<file path="config.mk">
export PLATFORM = sky130hd
export DESIGN_NAME = occupancy_sensor_off_delay_flat
export DESIGN_NICKNAME = d
export VERILOG_FILES = /design/src/sv/osod_pkg.sv /design/src/sv/osod_ifs.sv /design/src/sv/osod_decide.sv /design/src/sv/osod_bank.sv /design/src/sv/osod_out_stage.sv /design/src/sv/occupancy_sensor_off_delay.sv /design/src/flat_wrapper.sv
export SDC_FILE = /design/constraint.sdc
export NUM_CORES = 1
export LEC_CHECK = 0
export ABC_AREA = 1
export BUFFER_PORTS_ARGS = -buffer_cell sky130_fd_sc_hd__buf_2
export CAP_MARGIN = 30
export CELL_PAD_IN_SITES_DETAIL_PLACEMENT = 1
export CELL_PAD_IN_SITES_GLOBAL_PLACEMENT = 2
export CORE_ASPECT_RATIO = 1.4
export CORE_MARGIN = 10
export CORE_UTILIZATION = 40
export CTS_BUF_LIST = sky130_fd_sc_hd__clkbuf_8
export DETAILED_ROUTE_END_ITERATION = 10
export GPL_TIMING_DRIVEN = 0
export PLACE_DENSITY_LB_ADDON = 0.1
export SYNTH_ARGS = -nofsm -noshare
export SYNTH_HDL_FRONTEND = slang
export SYNTH_SLANG_ARGS = --single-unit
</file>
<file path="constraint.sdc">
create_clock -name clk -period 8 [get_ports clk]
set_clock_uncertainty 0.1 [all_clocks]
set_input_delay 1.6 -clock clk [delete_from_list [all_inputs] [get_ports clk]]
set_output_delay 1.6 -clock clk [all_outputs]
set_load 0.02 [all_outputs]
</file>
<file path="src/sv/osod_pkg.sv">
// Shared types and constants for the occupancy sensor off-delay block.
package osod_pkg;

	// Number of sensor channels and field widths.
	localparam int CHANNELS = 8;
	localparam int REQ_W    = 2;
	localparam int CHAN_W   = 3;
	localparam int KIND_W   = 2;
	localparam int NODE_W   = 16;
	localparam int ADDR_W   = 16;
	localparam int TICK_W   = 8;
	localparam int CFG_IDX_W  = 2;
	localparam int CFG_DATA_W = 16;

	// Request codes.
	localparam logic [REQ_W-1:0] REQ_SAMPLE = 2'd0;
	localparam logic [REQ_W-1:0] REQ_TICK   = 2'd1;
	localparam logic [REQ_W-1:0] REQ_POLL   = 2'd2;

	// Event kinds.
	localparam logic [KIND_W-1:0] EV_ON     = 2'd0;
	localparam logic [KIND_W-1:0] EV_OFF    = 2'd1;
	localparam logic [KIND_W-1:0] EV_SOD_ON = 2'd2;

	// Configuration register indexes.
	localparam logic [CFG_IDX_W-1:0] CFG_NODE  = 2'd0;
	localparam logic [CFG_IDX_W-1:0] CFG_BASE  = 2'd1;
	localparam logic [CFG_IDX_W-1:0] CFG_TICKS = 2'd2;

	// Reset values of the configuration registers.
	localparam logic [NODE_W-1:0] NODE_RST  = 16'd0;
	localparam logic [ADDR_W-1:0] BASE_RST  = 16'd9;
	localparam logic [TICK_W-1:0] TICKS_RST = 8'd40;

	// One input word as held in the input stage.
	typedef struct packed {
		logic [REQ_W-1:0]  req_type;
		logic [CHAN_W-1:0] channel;
		logic              level;
		logic              start_of_day;
		logic              queue_ready;
	} item_t;

	// State of the addressed channel.
	typedef struct packed {
		logic              last;
		logic              pend;
		logic [TICK_W-1:0] timer;
	} chan_sel_t;

	// State update for the channel bank.
	typedef struct packed {
		logic tick;
		logic wr_last;
		logic last_val;
		logic ld_timer;
		logic wr_pend;
		logic pend_val;
	} chan_upd_t;

endpackage

</file>
<file path="src/sv/osod_ifs.sv">
// Valid/ready channel interfaces for input and result words.
interface osod_in_if;
	logic                        valid;
	logic                        ready;
	logic [osod_pkg::REQ_W-1:0]  req_type;
	logic [osod_pkg::CHAN_W-1:0] channel;
	logic                        level;
	logic                        start_of_day;
	logic                        queue_ready;

	modport source (output valid, req_type, channel, level, start_of_day, queue_ready,
		input ready);
	modport sink (input valid, req_type, channel, level, start_of_day, queue_ready,
		output ready);
endinterface

interface osod_out_if;
	logic                        valid;
	logic                        ready;
	logic [osod_pkg::KIND_W-1:0] event_kind;
	logic [osod_pkg::NODE_W-1:0] event_node;
	logic [osod_pkg::ADDR_W-1:0] event_address;

	modport source (output valid, event_kind, event_node, event_address, input ready);
	modport sink (input valid, event_kind, event_node, event_address, output ready);
endinterface

</file>
<file path="src/sv/osod_decide.sv">
// Decision logic: turns the staged word and the addressed channel state into an event and updates.
module osod_decide (
	input  osod_pkg::item_t     item,
	input  osod_pkg::chan_sel_t sel,
	output logic                emit,
	output logic [osod_pkg::KIND_W-1:0] kind,
	output osod_pkg::chan_upd_t upd
);
	import osod_pkg::*;

	logic in_range;
	logic due;

	assign in_range = 32'(item.channel) < CHANNELS;

	// Work out what the word does to the addressed channel.
	always_comb begin
		upd  = '0;
		due  = 1'b0;
		emit = 1'b0;
		kind = EV_ON;
		case (item.req_type)
			REQ_TICK: begin
				upd.tick = 1'b1;
			end
			REQ_POLL: begin
				if (in_range && sel.pend && sel.timer == '0) begin
					upd.wr_pend  = 1'b1;
					upd.pend_val = 1'b0;
					emit         = item.queue_ready;
					kind         = EV_OFF;
				end
			end
			REQ_SAMPLE: begin
				if (in_range) begin
					if (item.start_of_day) begin
						upd.wr_last = 1'b1;
						due         = item.level;
						kind        = EV_SOD_ON;
					end else if (item.level != sel.last) begin
						upd.wr_last = 1'b1;
						if (!item.level) begin
							upd.ld_timer = 1'b1;
							upd.wr_pend  = 1'b1;
							upd.pend_val = 1'b1;
						end else if (sel.pend) begin
							// Back to occupied during the delay: cancel silently.
							upd.ld_timer = 1'b1;
							upd.wr_pend  = 1'b1;
							upd.pend_val = 1'b0;
						end else begin
							due  = 1'b1;
							kind = EV_ON;
						end
					end
				end
				// A blocked event leaves the level inverted so the change is seen again.
				upd.last_val = (due && !item.queue_ready) ? ~item.level : item.level;
				emit         = due && item.queue_ready;
			end
			default: begin
				upd = '0;
			end
		endcase
	end

endmodule

</file>
<file path="src/sv/osod_bank.sv">
// Per-channel state registers: last level, release timer and pending flag.
module osod_bank (
	input  logic                        clk,
	input  logic                        arst_n,
	input  logic                        go,
	input  logic [osod_pkg::CHAN_W-1:0] channel,
	input  logic [osod_pkg::TICK_W-1:0] release_ticks,
	input  osod_pkg::chan_upd_t         upd,
	output osod_pkg::chan_sel_t         sel
);
	import osod_pkg::*;

	logic              last_q  [CHANNELS];
	logic              pend_q  [CHANNELS];
	logic [TICK_W-1:0] timer_q [CHANNELS];

	// Read out the addressed channel.
	always_comb begin
		sel = '0;
		for (int i = 0; i < CHANNELS; i++) begin
			if (32'(channel) == i) begin
				sel.last  = last_q[i];
				sel.pend  = pend_q[i];
				sel.timer = timer_q[i];
			end
		end
	end

	// Update each channel from the broadcast tick or its own write.
	for (genvar g = 0; g < CHANNELS; g++) begin : g_chan
		logic hit;
		assign hit = go && (32'(channel) == g);

		always_ff @(posedge clk or negedge arst_n) begin
			if (!arst_n) begin
				last_q[g]  <= 1'b0;
				pend_q[g]  <= 1'b0;
				timer_q[g] <= '0;
			end else begin
				if (go && upd.tick && pend_q[g] && timer_q[g] != '0) begin
					timer_q[g] <= timer_q[g] - 1'b1;
				end
				if (hit && upd.ld_timer) begin
					timer_q[g] <= release_ticks;
				end
				if (hit && upd.wr_pend) begin
					pend_q[g] <= upd.pend_val;
				end
				if (hit && upd.wr_last) begin
					last_q[g] <= upd.last_val;
				end
			end
		end
	end

endmodule

</file>
<file path="src/sv/osod_out_stage.sv">
// Result register that holds one event word until the sink takes it.
module osod_out_stage (
	input  logic                        clk,
	input  logic                        arst_n,
	input  logic                        push,
	input  logic [osod_pkg::KIND_W-1:0] kind,
	input  logic [osod_pkg::NODE_W-1:0] node,
	input  logic [osod_pkg::ADDR_W-1:0] addr,
	output logic                        free,
	osod_out_if.source                  out_ch
);
	import osod_pkg::*;

	logic              valid_q;
	logic [KIND_W-1:0] kind_q;
	logic [NODE_W-1:0] node_q;
	logic [ADDR_W-1:0] addr_q;

	assign free = !valid_q || out_ch.ready;

	// Valid flag.
	always_ff @(posedge clk or negedge arst_n) begin
		if (!arst_n) begin
			valid_q <= 1'b0;
		end else if (push) begin
			valid_q <= 1'b1;
		end else if (out_ch.ready) begin
			valid_q <= 1'b0;
		end
	end

	// Payload.
	always_ff @(posedge clk) begin
		if (push) begin
			kind_q <= kind;
			node_q <= node;
			addr_q <= addr;
		end
	end

	assign out_ch.valid         = valid_q;
	assign out_ch.event_kind    = kind_q;
	assign out_ch.event_node    = node_q;
	assign out_ch.event_address = addr_q;

endmodule

</file>
<file path="src/sv/occupancy_sensor_off_delay.sv">
// Occupancy sensor off-delay block: one word per cycle, a registered input stage feeding the
// channel update and a result register. A word is taken in every cycle unless the result
// register is full, not being taken, and the staged word would produce an event; its event,
// if any, enters the result register as the staged word moves on, held up only while the
// result register is blocked. The input stage and the result register are the only stages;
// channel state is updated in the same cycle the staged word moves on, so back-to-back words
// see each other's effects. The user must write configuration through the plain write port
// only while no word is in flight; the block itself does not enforce this.
module occupancy_sensor_off_delay (
	input  logic                            clk,
	input  logic                            arst_n,
	input  logic                            cfg_we,
	input  logic [osod_pkg::CFG_IDX_W-1:0]  cfg_idx,
	input  logic [osod_pkg::CFG_DATA_W-1:0] cfg_wdata,
	osod_in_if.sink                         in_ch,
	osod_out_if.source                      out_ch
);
	import osod_pkg::*;

	logic [NODE_W-1:0] node_q;
	logic [ADDR_W-1:0] base_q;
	logic [TICK_W-1:0] ticks_q;

	logic      valid_s1;
	item_t     item_s1;
	chan_sel_t sel;
	chan_upd_t upd;
	logic      emit;
	logic [KIND_W-1:0] kind;
	logic      out_free;
	logic      adv;
	logic      push;
	logic [ADDR_W-1:0] addr;

	// Configuration registers.
	always_ff @(posedge clk or negedge arst_n) begin
		if (!arst_n) begin
			node_q  <= NODE_RST;
			base_q  <= BASE_RST;
			ticks_q <= TICKS_RST;
		end else if (cfg_we) begin
			case (cfg_idx)
				CFG_NODE:  node_q  <= cfg_wdata;
				CFG_BASE:  base_q  <= cfg_wdata;
				CFG_TICKS: ticks_q <= cfg_wdata[TICK_W-1:0];
				default:   node_q  <= node_q;
			endcase
		end
	end

	// The staged word moves on unless it has an event and the result register is blocked.
	assign adv         = valid_s1 && (out_free || !emit);
	assign push        = adv && emit;
	assign in_ch.ready = !valid_s1 || adv;

	// Input stage.
	always_ff @(posedge clk or negedge arst_n) begin
		if (!arst_n) begin
			valid_s1 <= 1'b0;
		end else if (in_ch.ready) begin
			valid_s1 <= in_ch.valid;
		end
	end

	always_ff @(posedge clk) begin
		if (in_ch.valid && in_ch.ready) begin
			item_s1.req_type     <= in_ch.req_type;
			item_s1.channel      <= in_ch.channel;
			item_s1.level        <= in_ch.level;
			item_s1.start_of_day <= in_ch.start_of_day;
			item_s1.queue_ready  <= in_ch.queue_ready;
		end
	end

	osod_bank u_bank (
		.clk           (clk),
		.arst_n        (arst_n),
		.go            (adv),
		.channel       (item_s1.channel),
		.release_ticks (ticks_q),
		.upd           (upd),
		.sel           (sel)
	);

	osod_decide u_decide (
		.item (item_s1),
		.sel  (sel),
		.emit (emit),
		.kind (kind),
		.upd  (upd)
	);

	// Event address wraps at 16 bits.
	assign addr = base_q + ADDR_W'(item_s1.channel);

	osod_out_stage u_out (
		.clk    (clk),
		.arst_n (arst_n),
		.push   (push),
		.kind   (kind),
		.node   (node_q),
		.addr   (addr),
		.free   (out_free),
		.out_ch (out_ch)
	);

`ifndef SYNTHESIS
	// A staged word that cannot move on is still there next cycle.
	a_stall_holds: assert property (@(posedge clk) disable iff (!arst_n)
		valid_s1 && !adv |=> valid_s1)
		else $error("staged word lost while stalled");

	// Input is refused only while a staged word is blocked.
	a_ready_low: assert property (@(posedge clk) disable iff (!arst_n)
		!in_ch.ready |-> valid_s1 && emit && !out_free)
		else $error("input refused without a blocked event");

	// No event is written over a result that has not been taken.
	a_no_overwrite: assert property (@(posedge clk) disable iff (!arst_n)
		push |-> !out_ch.valid || out_ch.ready)
		else $error("result register overwritten");

	// A sensor-off event only comes from a pending channel with an expired timer.
	a_off_source: assert property (@(posedge clk) disable iff (!arst_n)
		push && kind == EV_OFF |-> sel.pend && sel.timer == '0)
		else $error("sensor-off without expired release delay");
`endif

endmodule

</file>
<file path="src/flat_wrapper.sv">
// flat-port wrapper written by rule: the top's interface ports become plain ports
module occupancy_sensor_off_delay_flat import osod_pkg::*;
  (clk, arst_n, cfg_we, cfg_idx, cfg_wdata, in_ch_valid, in_ch_req_type, in_ch_channel, in_ch_level, in_ch_start_of_day, in_ch_queue_ready, in_ch_ready, out_ch_valid, out_ch_event_kind, out_ch_event_node, out_ch_event_address, out_ch_ready);
  osod_in_if in_ch_i ();
  osod_out_if out_ch_i ();
  input  logic clk;
  input  logic arst_n;
  input  logic cfg_we;
  input  logic [osod_pkg::CFG_IDX_W-1:0] cfg_idx;
  input  logic [osod_pkg::CFG_DATA_W-1:0] cfg_wdata;
  input wire logic [$bits(in_ch_i.valid)-1:0] in_ch_valid;
  input wire logic [$bits(in_ch_i.req_type)-1:0] in_ch_req_type;
  input wire logic [$bits(in_ch_i.channel)-1:0] in_ch_channel;
  input wire logic [$bits(in_ch_i.level)-1:0] in_ch_level;
  input wire logic [$bits(in_ch_i.start_of_day)-1:0] in_ch_start_of_day;
  input wire logic [$bits(in_ch_i.queue_ready)-1:0] in_ch_queue_ready;
  output wire logic [$bits(in_ch_i.ready)-1:0] in_ch_ready;
  output wire logic [$bits(out_ch_i.valid)-1:0] out_ch_valid;
  output wire logic [$bits(out_ch_i.event_kind)-1:0] out_ch_event_kind;
  output wire logic [$bits(out_ch_i.event_node)-1:0] out_ch_event_node;
  output wire logic [$bits(out_ch_i.event_address)-1:0] out_ch_event_address;
  input wire logic [$bits(out_ch_i.ready)-1:0] out_ch_ready;
  assign in_ch_i.valid = in_ch_valid;
  assign in_ch_i.req_type = in_ch_req_type;
  assign in_ch_i.channel = in_ch_channel;
  assign in_ch_i.level = in_ch_level;
  assign in_ch_i.start_of_day = in_ch_start_of_day;
  assign in_ch_i.queue_ready = in_ch_queue_ready;
  assign in_ch_ready = in_ch_i.ready;
  assign out_ch_valid = out_ch_i.valid;
  assign out_ch_event_kind = out_ch_i.event_kind;
  assign out_ch_event_node = out_ch_i.event_node;
  assign out_ch_event_address = out_ch_i.event_address;
  assign out_ch_i.ready = out_ch_ready;
  occupancy_sensor_off_delay u_core (.clk(clk), .arst_n(arst_n), .cfg_we(cfg_we), .cfg_idx(cfg_idx), .cfg_wdata(cfg_wdata), .in_ch(in_ch_i), .out_ch(out_ch_i));
endmodule
</file>
### After elaboration in Yosys (flattened, before gate mapping)

Index checks and enable logic that the tools add are counted.

* bitwise gates (word level): 1
* multipliers: 0
* eq/ne operators: 12
* div/mod/pow operators: 0
* mux-type cells: 47
* $add $sub $neg: 9
* shifts and indexed selects: 0
* order comparisons: 0
* reductions and logical operators: 86

Operators with widths (number)
* 8-bit two-way mux: 16
* 10-bit two-way mux: 8
* 8-bit nonzero test: 8
* 8-bit by 1-bit subtractor with 8-bit output (second input constant): 8
* 1-bit logical AND: 55
* 2-bit nonzero test: 9
* 16-bit by 3-bit adder with 16-bit output: 1
* 3-bit two-way mux: 5
* 1-bit two-way mux: 13
* 3-bit == test (second input constant): 4
* 8-bit zero test: 1
* 2-bit case mux with 2 select lines: 2
* 3-bit by 2-bit == test with 1-bit output (second input constant): 2
* 2-bit AND reduction: 3
* 2-bit by 1-bit == test with 1-bit output (second input constant): 2
* 2-bit == test (second input constant): 2
* 1-bit zero test: 4
* 2-bit zero test: 2
* 2-bit two-way mux: 2
* 3-bit by 1-bit == test with 1-bit output (second input constant): 1
* 3-bit zero test: 1
* 1-bit logical OR: 3
* 1-bit case mux with 2 select lines: 1
* 1-bit != test: 1
* 1-bit NOT: 1

* bits in latches: 0
* output and inout port bits: 36
* bits in read-only memories: 0
* memories: 0
* bits of input ports: 31
* memory bits (writable): 0
* flip-flop bits (word level): 164

### Longest topological paths before layout

Gate-level depths: netlist (run 1).

* depth in word-level cells: 24
* gate-level depth with buffers: 21
* gate-level depth less buffers: 20

### By module

From an unflattened synthesis (run 1), not the netlist that was laid out.

* cells, all modules: 1168
* area total of the unflattened synthesis: 9152.5 sq um

Modules (own cells, without submodules)
* osod_bank: seq. area each 2001.9 sq um, instances 1, area each 5642.9 sq um, cells each 836
* occupancy_sensor_off_delay: seq. area each 1271.2 sq um, instances 1, area each 2252.2 sq um, cells each 255
* osod_out_stage: seq. area each 1046.0 sq um, instances 1, area each 1066.0 sq um, cells each 39
* osod_decide: seq. area each 0.0 sq um, instances 1, area each 191.4 sq um, cells each 38

### Worst setup path before layout (run 1)

Ideal clock, no wire load.

* kind: register to output
* start point: reg, netlist name u_core.item_s1[4]
* end point: out in_ch_ready
* path slack: 4.251 ns
* required time: 6.300 ns
* stages on the path, launching flop included: 14
* data arrival time: 2.049 ns
* path buffers: 0
* cell sequence: edfxtp_1 > inv_2 > nand2_1 > nor2_2 > inv_1 > o21ai_0 > nand3_1 > o21ai_0 > inv_1 > ha_1 > nand2_1 > nand4_1 > nand2_2 > nand4_1

* longest elaborated chain between the ends: 20
* elaborated cells between the ends (all ways): 31
* those cells by class: eq/ne (8); mux (15); reduce/logical (8)

RTL lines
* 3-bit zero test: RTL line osod_bank.sv:21 `if (32'(channel) == i) begin`
* 10-bit two-way mux (7 in a row): RTL line osod_bank.sv:21
* 10-bit two-way mux *: RTL line osod_bank.sv:21
* 1-bit two-way mux: RTL line osod_decide.sv:46 `end else if (sel.pend) begin`
* 1-bit two-way mux: RTL line osod_decide.sv:42 `if (!item.level) begin`
* 1-bit two-way mux: RTL line osod_decide.sv:40 `end else if (item.level != sel.last) begin`
* 1-bit two-way mux: RTL line osod_decide.sv:36 `if (item.start_of_day) begin`
* 1-bit two-way mux: RTL line osod_decide.sv:22 `case (item.req_type)`
* 1-bit logical AND: RTL line osod_decide.sv:59 `emit = due && item.queue_ready;`
* 1-bit case mux with 2 select lines *: RTL line osod_decide.sv:22
* 1-bit zero test *: RTL line occupancy_sensor_off_delay.sv:52 `assign adv = valid_s1 && (out_free || !emit);`
* 1-bit logical OR *: RTL line occupancy_sensor_off_delay.sv:52
* 1-bit logical AND *: RTL line occupancy_sensor_off_delay.sv:52
* 1-bit logical OR *: RTL line occupancy_sensor_off_delay.sv:54 `assign in_ch.ready = !valid_s1 || adv;`
* end, declared: RTL line flat_wrapper.sv:17 `output wire logic [$bits(in_ch_i.ready)-1:0] in_ch_ready;`

Mark *: on every way between the ends. The rest lies on a longest branch, timed or not. The select of a mux whose other input is x is not followed.

### Final worst setup path (run 1)

* start point: reg, netlist name u_core.item_s1[5]
* end point: out in_ch_ready

* longest elaborated chain between the ends: 20
* elaborated cells between the ends (all ways): 31
* those cells by class: eq/ne (8); mux (15); reduce/logical (8)

RTL lines (RTL line)
* 3-bit zero test: osod_bank.sv:21
* 10-bit two-way mux (7 in a row): osod_bank.sv:21
* 10-bit two-way mux *: osod_bank.sv:21
* 1-bit two-way mux: osod_decide.sv:46
* 1-bit two-way mux: osod_decide.sv:42
* 1-bit two-way mux: osod_decide.sv:40
* 1-bit two-way mux: osod_decide.sv:36
* 1-bit two-way mux: osod_decide.sv:22
* 1-bit logical AND: osod_decide.sv:59
* 1-bit case mux with 2 select lines *: osod_decide.sv:22
* 1-bit zero test *: occupancy_sensor_off_delay.sv:52
* 1-bit logical OR *: occupancy_sensor_off_delay.sv:52
* 1-bit logical AND *: occupancy_sensor_off_delay.sv:52
* 1-bit logical OR *: occupancy_sensor_off_delay.sv:54

Marked as above.

==> flow_summary.yaml, run 1 <==
status:
  outcome: "finished, final reports clean"
timing:
  hold-worst-slack_ns: 0.355
  setup_ws_ns: 3.00
  setup_viol: 0
  relSlewSlack_pct: 37.7
  hold_violations: 0
  totalNegativeSetupSlack_ns: 0
  min_period_over_period_pct: 62.5
  max_freq_mhz: 200
  slew_viol_final: 0
  tightest_slew_ns: 0.934
  fin_crit_ns: 5.00
  rsz0062_at_grt: "no"
setup_path:
  start_kind: "flop"
  required_ns: 6.30
  critPathArrivalTime_ns: 3.30
  critPathKind: "flop to output port"
  crit_path_max_fanout: 8
  cp-end-kind: "output port"
clocking:
  clk_pin_slew_ns: 0.10
  cts_setup_buffers: 0
  ctsResizeCount: 0
  cts-root-buf: "clkbuf_8"
  cts_made_buffers: 17
  cts_sinks: 164
  cts_tree: "yes"
  ctsHoldBuffers: 0
  htreeDepth: 4
  clockBufferDepth: 2
  insertion_delay_ns: 0.47
grt:
  grt-ovfl-total: 0
  grtUsageMet2_pct: 34.3
  groute.layer.met1.usage_pct: 22.2
  gr-usage-all-layers_pct: 19.2
  grt_max_degree: 66
  antenna_found_initial: 1
  grt_pass1_wl_um: 41300
  busiest_layer: "met2"
  grt_pass1_vias: 7668
  grtUsageMet3_pct: 4.63
placed_design:
  post_dp_cell_area_sq_um: 9280
  dp.cells: 1382
  hpwl_um: 18700
  numPortBuffers: 66
  place_ws_ns: 3.56
  gp_congestion: 0.829
power_and_ir_drop:
  ir_drop_mv: 0.165
  p_leak_nw: 4.72
  power_density_nw_per_um2: 239
  total_power_mw: 2.31
floorplanning:
  die_w_um: 144
  die-area_sq_um: 27800
  core_area_sq_um: 21100
  rows: 63
  ios: 67
  die_h_um: 193
  start_util_pct: 40.6
layout:
  final_cell_mix: "354 x nand2_1, 118 x dfrtp_1, 109 x inv_1"
  fin_util_pct: 45.6
  mostFrequentLayoutCell: "nand2_1"
  final_area_sq_um: 9640
  nFillCells: 2614
  fin_nets: 1193
  regArea_sq_um: 4320
  final_cells: 1415
  drive_gt1_share_pct: 12.7
  areaGrowthSynthToFinish_pct: 12.5
  multi_input_comb_area_sq_um: 3710
drt:
  first_pass_iters: 4
  drtIter0Drc: 205
  ant_nets: 0
  post_drt_wl_per_cell_um: 17.7
  post_drt_via_cell_ratio: 5.06
  wirelength_um: 25100
  drc: 0
  vias: 7163
run:
  cap_violations: 0
synthesis:
  synth_warnings: 0
  syn_inst: 1054
  syn_nets: 1106
  synth.distinct_cells: 34
  synth-seq-cells: 164
  yosysTopAreaCellShare_pct: 34.5
  netlist_top_cells_area: "dfrtp_1 34%, nand2_1 16%, edfxtp_1 15%"
  postSynthAreaPerCell_sq_um: 8.13
  synth_top_area_cell: "dfrtp_1"
  syn_area_sq_um: 8570
  yosysSeqAreaShare_pct: 50.4
min_path:
  min_path_type: "flop to flop"
## power by group
part | internal (mW) | total (mW) | switching (mW) | leakage [nW]
Sequential | 1.00 | 1.12 | 0.117 | 1.94
Combinational | 0.234 | 0.625 | 0.391 | 2.60
Clock | 0.226 | 0.561 | 0.335 | 0.175
## sequential cells by signal, summed over array words and instances (netlist names), 2 cells and up
register                           count
u_core.base_q                         16
u_core.item_s1                         8
u_core.node_q                         16
u_core.ticks_q                         8
u_core.u_bank.last_q                   8
u_core.u_bank.pend_q                   8
u_core.u_bank.timer_q                 64
u_core.u_out.out_ch.event_address     16
u_core.u_out.out_ch.event_kind         2
u_core.u_out.out_ch.event_node        16
## worst max-delay path, cell delays in order, from the launching register on
cell and delay (ns):
edfxtp_1 0.61, inv_2 0.18, nor2_2 0.38, inv_1 0.10, o21ai_0 0.23, nand3_1 0.11
o21ai_0 0.09, inv_1 0.06, ha_1 0.30, nand2_1 0.11, nand4_1 0.13, nand2_2 0.12
nand4_1 0.17, buf_2 0.23
## cells by family after synthesis
kind of cell / after synthesis / share of synthesized area, %
adders and majority gates: 21 / 3.15
AOI/OAI and AO/OA: 89 / 5.46
and+or+nand+nor: 587 / 29.3
buffers and inverters: 140 / 6.25
DFF: 164 / 50.4
xor gates and xnor gates: 53 / 5.42
## Yosys cell counts, drive strengths merged
library cell	instances
a21oi	11
a22oi	1
a31oi	2
buf	11
clkbuf	10
dfrtp	118
dfstp	4
edfxtp	42
fa	1
ha	20
inv	119
nand2	355
nand3	84
nand3b	3
nand4	32
nor2	96
nor3	8
nor3b	2
nor4	1
o211ai	1
o21a	1
o21ai	68
o31ai	5
or2	6
xnor2	18
xor2	35
## layer usage
layer	routed length (um)	vias to the layer above	share of wire, %
li1	-	3542	-
met1	10700	3493	43
met2	12900	100	52
met3	986	28	3.9
met4	485	0	1.9
met5	0	-	0
## layout make-up
type | instances | share of cell area, %
sequential | 164 | 44.8
multi-input combinational | 750 | 38.5
inverter | 119 | 4.63
timing repair buffer | 68 | 4.06
tap | 260 | 3.38
clock buffer | 18 | 2.57
clock inverter | 14 | 1.08
buffer | 21 | 0.922
antenna | 1 | 0.0260
## path summary, 6_finish.rpt
kind / depth (start not counted) / slack (ns) / endpoint / start
worst min-delay path: 0 / 0.36 / u_core.u_out.out_ch.event_node[9] / u_core.node_q[9]
worst max register to register: 16 / 3.82 / u_core.u_out.out_ch.event_node[10] / u_core.item_s1[5]
max in group asynchronous: 2 / 6.01 / u_core.ticks_q[5] / arst_n
worst min register to register: 0 / 0.36 / u_core.u_out.out_ch.event_node[9] / u_core.node_q[9]
worst max-delay path: 13 / 3.00 / in_ch_ready / u_core.item_s1[5]
min in group asynchronous: 1 / 0.99 / u_core.u_bank.timer_q[60] / arst_n
Power figures use the tool's default switching activity.
==> run 2: changes to the inputs <==
- ABC_AREA: 1 -> 0
- clock period: 8 -> 5 ns (I/O delays scaled with it)
==> run 2 against run 1 <==
Net effect: flip-flop and latch count stayed put; synthesized cell count down 26%; critical path type unchanged; utilization grew 0.14 points; sequential share of layout area decreased by 1.3 points; first-iteration DRC count rose by 120%; power rose by 95%; sequential power up 90%; die area up 1.8%; largest cell class unchanged.
==> flow_summary.yaml, run 2 <==
synthesis:
  syn_nets: 835
  yosysSeqAreaShare_pct: 49.4
  synth_top_family_by_area: "compound AO/OA/AOI/OAI gates"
  synth-seq-cells: 164
  synth_mux_area_share_pct: 8.31
  synth_top_flop_cell: "dfrtp_1"
  synthAdderAreaFrac_pct: 3.09
  syn_area_sq_um: 8750
  synth_top_area_cell: "dfrtp_1"
  synth_compound_area_share_pct: 18.9
  postSynthAreaPerCell_sq_um: 11.2
  yosysTopAreaCellShare_pct: 33.8
  netlist_top_cells_area: "dfrtp_1 34%, edfxtp_1 14%, mux2_2 6.4%"
  synth_edf_count: 42
  synthSimpleGateAreaFrac_pct: 14.3
  synth.distinct_cells: 77
  synth_xor_area_share_pct: 1.50
  synth_warnings: 0
  yosysMostFrequentCell: "dfrtp_1"
  syn_inst: 783
  synth_commonest_cells: "118 x dfrtp_1, 57 x nand2_1, 50 x mux2_2"
  ys_async_sr_fraction_pct: 74.4
setup_path:
  crit_path_max_fanout: 10
  start_kind: "flop"
  critPathKind: "flop to output port"
  r2r_end: "u_core.u_out.out_ch.event_node[4]"
  r2r_slack_ns: 0.68
  crit-reg2reg-launch: "u_core.item_s1[3]"
  required_ns: 3.90
  reg2regPathDepth: 12
  critPathArrivalTime_ns: 3.66
  cp-end-kind: "output port"
timing:
  slew_viol_final: 0
  rsz0062_at_grt: "no"
  fin_crit_ns: 4.76
  setup_ws_ns: 0.236
  tightest_slew_ns: 1.07
  min_period_over_period_pct: 95.3
  setup_viol: 0
  totalNegativeSetupSlack_ns: 0
  relSlewSlack_pct: 28.4
  max_freq_mhz: 210
  hold-worst-slack_ns: 0.355
  hold_violations: 0
clocking:
  clk_pin_slew_ns: 0.10
  insertion_delay_ns: 0.46
  cts_setup_buffers: 0
  cts_made_buffers: 17
  cts_sinks: 164
  cts-root-buf: "clkbuf_8"
  ctsResizeCount: 0
  clockBufferDepth: 2
  htreeDepth: 4
  ctsHoldBuffers: 0
  cts_tree: "yes"
drt:
  first_pass_iters: 4
  drc: 0
  post_drt_via_cell_ratio: 5.70
  ant_nets: 0
  wirelength_um: 25300
  post_drt_wl_per_cell_um: 21.4
  drtIter0Drc: 451
  vias: 6732
grt:
  busiest_layer: "met2"
  gr-usage-all-layers_pct: 18.1
  antenna_found_initial: 0
  groute.layer.met1.usage_pct: 21.1
  grt_pass1_wl_um: 41000
  grt_pass1_vias: 7372
  grtUsageMet2_pct: 32.0
  grt_max_degree: 81
  grt-ovfl-total: 0
  grtUsageMet3_pct: 3.42
layout:
  fin_nets: 923
  drive_gt1_share_pct: 24.0
  final_area_sq_um: 9930
  largest-register: "u_core.u_bank.timer_q"
  areaGrowthSynthToFinish_pct: 13.5
  nFillCells: 2383
  largest_register_ffs: 64
  mostFrequentLayoutCell: "dfrtp_1"
  final_cell_mix: "118 x dfrtp_1, 76 x buf_2, 57 x nand2_1"
  diodes: 0
run:
  cap_violations: 0
floorplanning:
  ios: 67
  start_util_pct: 40.3
  rows: 64
  core_area_sq_um: 21700
  die_h_um: 195
  die_w_um: 145
  die-area_sq_um: 28300
power_and_ir_drop:
  ir_drop_mv: 0.190
  power_density_nw_per_um2: 454
  p_leak_nw: 4.09
  total_power_mw: 4.51
min_path:
  worstHoldStart: "u_core.node_q[13]"
  min_path_type: "flop to flop"
  hold_path_end: "u_core.u_out.out_ch.event_node[13]"
  holdPathStages: 0
placed_design:
  post_dp_cell_area_sq_um: 9530
  place_ws_ns: 0.664
  hpwl_um: 18500
  gp_congestion: 0.851
  numPortBuffers: 66
status:
  outcome: "finished, final reports clean"
==> run 2: cell count changes after synthesis, sizes merged, moves of 17 or more <==
cell,change
mux2,+51
nand2,-298
nor3,+27
nor2,-55
a221o,+28
nand3,-66
inv,-75
o21ai,-25
nand4,-27
o211ai,+17
xor2,-32
==> run 2: where the power goes <==
group | internal [mW] | switching (mW) | total [mW]
clock | 0.458 | 0.547 | 1.00
combinational | 0.587 | 0.786 | 1.37
sequential | 1.74 | 0.387 | 2.13
==> run 2: how the worst max path moves through the flow <==
stage                                 start                                    to  slack (ns)  cells after the start
after global routing      u_core.item_s1[3]                           in_ch_ready       0.005                     12
after global placement    u_core.item_s1[3]     u_core.u_out.out_ch.event_node[1]       -0.35                     11
after floorplan           u_core.item_s1[3]  u_core.u_out.out_ch.event_address[0]        0.66                     11
after detailed placement  u_core.item_s1[3]     u_core.u_out.out_ch.event_node[1]        0.66                     12
final                     u_core.item_s1[3]                           in_ch_ready        0.24                     12
after CTS                 u_core.item_s1[3]                           in_ch_ready        0.18                     12
==> run 2: cell families (layout without fill, tap and decap cells) <==
kind of cell / after synthesis / in the layout
and+or+nand+nor: 237 / 237
buffers and inverters: 83 / 184
AOI/OAI and AO/OA: 198 / 198
adders and majority gates: 21 / 21
xor gates and xnor gates: 15 / 15
muxes: 65 / 65
DFF: 164 / 164
==> run 2: worst max-delay path, cell delays in order, from the launching register on <==
cell and delay [ns]:
edfxtp_1 0.40, buf_4 0.19, buf_2 0.21, buf_2 0.28
mux4_2 0.53, o21ai_0 0.18, nand2_1 0.08, ha_1 0.31
inv_1 0.12, a41o_1 0.24, nand3_1 0.21, a21o_1 0.28
buf_2 0.16
==> run 2: per-stage QoR <==
step / util [%] / cells
final: 45.8 / 1181
after global routing: 45.8 / 1181
after CTS: 45.8 / 1181
after detailed placement: 43.9 / 1149
after global placement: 43.6 / 1146
after floorplan: - / 783
==> run 2: area by class of cell <==
cell class              count  area [sq um]  share of cell area (%)
plain buffers              39           230                    2.32
flip-flops and latches    164          4320                    43.5
inverters                  44           165                    1.66
multi-input cells         536          4040                    40.7
clock inverters            15           170                    1.71
clock buffers              17           234                    2.36
repair buffers             69           397                    3.99
well taps                 297           372                    3.74
==> run 2: metal layers <==
| layer | part of all wire (%) | vias to the layer above |
|---|---|---|
| met4 | 2.3 | 0 |
| met1 | 43 | 3434 |
| met3 | 3.0 | 27 |
| met2 | 52 | 119 |
| li1 | - | 3152 |
| met5 | 0 | - |
==> run 3: changes to the inputs <==
- CORE_ASPECT_RATIO: 1.4 -> 1.75
==> run 3 against run 2 <==
Net effect: cell count stayed put; first-iteration DRC count is 29% lower; clock power is 13% higher; register-to-register slack better by 0.36 ns; global-route usage is 0.75 points higher; utilization is 0.85 points higher; largest power group unchanged.
==> flow_summary.yaml, run 3 (synthesized netlist as in run 2, its figures left out) <==
clocking:
  insertion_delay_ns: 0.49
  htreeDepth: 4
  cts_tree: "yes"
  cts_made_buffers: 17
  clk_pin_slew_ns: 0.10
  cts-root-buf: "clkbuf_8"
  cts_sinks: 164
  clockBufferDepth: 2
floorplanning:
  ios: 67
  rows: 71
  die_h_um: 216
  die-area_sq_um: 28400
  die_w_um: 132
  core_area_sq_um: 21500
  start_util_pct: 40.7
setup_path:
  critPathArrivalTime_ns: 3.62
  crit_path_max_fanout: 10
  critPathKind: "flop to output port"
  reg2regPathDepth: 12
  start_kind: "flop"
  endpoint: "in_ch_ready"
  required_ns: 3.90
  crit-reg2reg-launch: "u_core.item_s1[3]"
  r2r_slack_ns: 1.04
  r2r_end: "u_core.u_bank.pend_q[2]"
  setup.worst_path.start: "u_core.item_s1[3]"
  cp-end-kind: "output port"
drt:
  first_pass_iters: 4
  drtIter0Drc: 321
  wirelength_um: 26500
  post_drt_wl_per_cell_um: 22.5
  post_drt_via_cell_ratio: 5.77
  drc: 0
  vias: 6810
  ant_nets: 0
layout:
  areaGrowthSynthToFinish_pct: 14.6
  multi_input_comb_area_sq_um: 4040
  fin_util_pct: 46.6
  largest_register_ffs: 64
  fin_nets: 927
  nFillCells: 2371
  mostFrequentLayoutCell: "dfrtp_1"
  largest-register: "u_core.u_bank.timer_q"
  final_cells: 1181
  drive_gt1_share_pct: 24.3
  final_cell_mix: "118 x dfrtp_1, 75 x buf_2, 57 x nand2_1"
  regArea_sq_um: 4320
timing:
  tightest_slew_ns: 1.04
  setup_viol: 0
  slew_viol_final: 0
  rsz0062_at_grt: "no"
  relSlewSlack_pct: 31.0
  fin_crit_ns: 4.72
  totalNegativeSetupSlack_ns: 0
  hold_violations: 0
  min_period_over_period_pct: 94.3
  max_freq_mhz: 212
grt:
  grt_pass1_vias: 7768
  gr-usage-all-layers_pct: 18.9
  grt-ovfl-total: 0
  grt_max_degree: 87
  grt_pass1_wl_um: 42400
  antenna_found_initial: 0
power_and_ir_drop:
  power_density_nw_per_um2: 467
  p_leak_nw: 4.14
  ir_drop_mv: 0.301
  total_power_mw: 4.68
placed_design:
  gp_congestion: 0.839
  numPortBuffers: 66
  dp.cells: 1147
  hpwl_um: 19400
min_path:
  min_path_type: "primary input to async pin"
run:
  cap_violations: 0
status:
  outcome: "finished, final reports clean"
[run 3: worst min path at each step]
stage                            startpoint  depth (start not counted)                                  to  slack [ns]
final                                arst_n                          1           u_core.u_bank.timer_q[13]        0.30
after CTS                            arst_n                          1            u_core.u_bank.timer_q[9]        0.29
after floorplan            u_core.node_q[0]                          0   u_core.u_out.out_ch.event_node[0]        0.32
after global placement     u_core.node_q[4]                          0   u_core.u_out.out_ch.event_node[4]        0.33
after global routing                 arst_n                          1            u_core.u_bank.timer_q[8]        0.30
after detailed placement  u_core.node_q[15]                          0  u_core.u_out.out_ch.event_node[15]        0.33
[run 3: repair_timing]
action                                 in CTS  in global routing
buffers inserted                            0                  0
setup endpoints to repair                   0                  1
hold buffers                                0                  0
endpoints found under the hold margin       0                  0
resized for setup                           0                  1
[run 3: where the power goes]
group          internal [mW]  total (mW)  switching [mW]
clock network          0.561        1.13           0.568
logic                  0.597        1.43           0.828
registers               1.74        2.13           0.384
[run 3: worst max-delay path, cell delays in order (launching register included)]
cell      delay (ns)
edfxtp_1        0.37
buf_4           0.20
buf_2           0.22
clkbuf_4        0.25
mux4_2          0.51
o21ai_0         0.21
nand2_1         0.09
ha_1            0.32
inv_1           0.12
a41o_1          0.23
nand3_1         0.21
a21o_1          0.25
buf_2           0.16
[run 3: area by class of cell]
| class | instances | share of cell area (%) |
|---|---|---|
| clock buffer | 17 | 2.33 |
| inverter | 44 | 1.65 |
| clock inverter | 15 | 2.16 |
| antenna | 1 | 0.0250 |
| sequential | 164 | 43.1 |
| timing repair buffer | 73 | 4.41 |
| multi-input combinational | 536 | 40.4 |
| buffer | 39 | 2.32 |
| tap | 292 | 3.65 |
[run 3: per-stage QoR]
stage	hold slack (ns)	instance area, sq um	setup WS (ns)
2_1_floorplan	0.321	8750	0.663
3_3_place_gp	0.326	9450	-0.531
3_5_place_dp	0.333	9560	0.730
4_1_cts	0.294	10000	0.190
5_1_grt	0.302	10000	0.0346
6_report	0.300	10000	0.284
[run 3: layer usage]
layer | track usage [%] | routed length [um]
met4 | 10.4 | 1230
met2 | 34.6 | 14400
met5 | 0 | 0
met1 | 19.2 | 9840
met3 | 4.35 | 1060
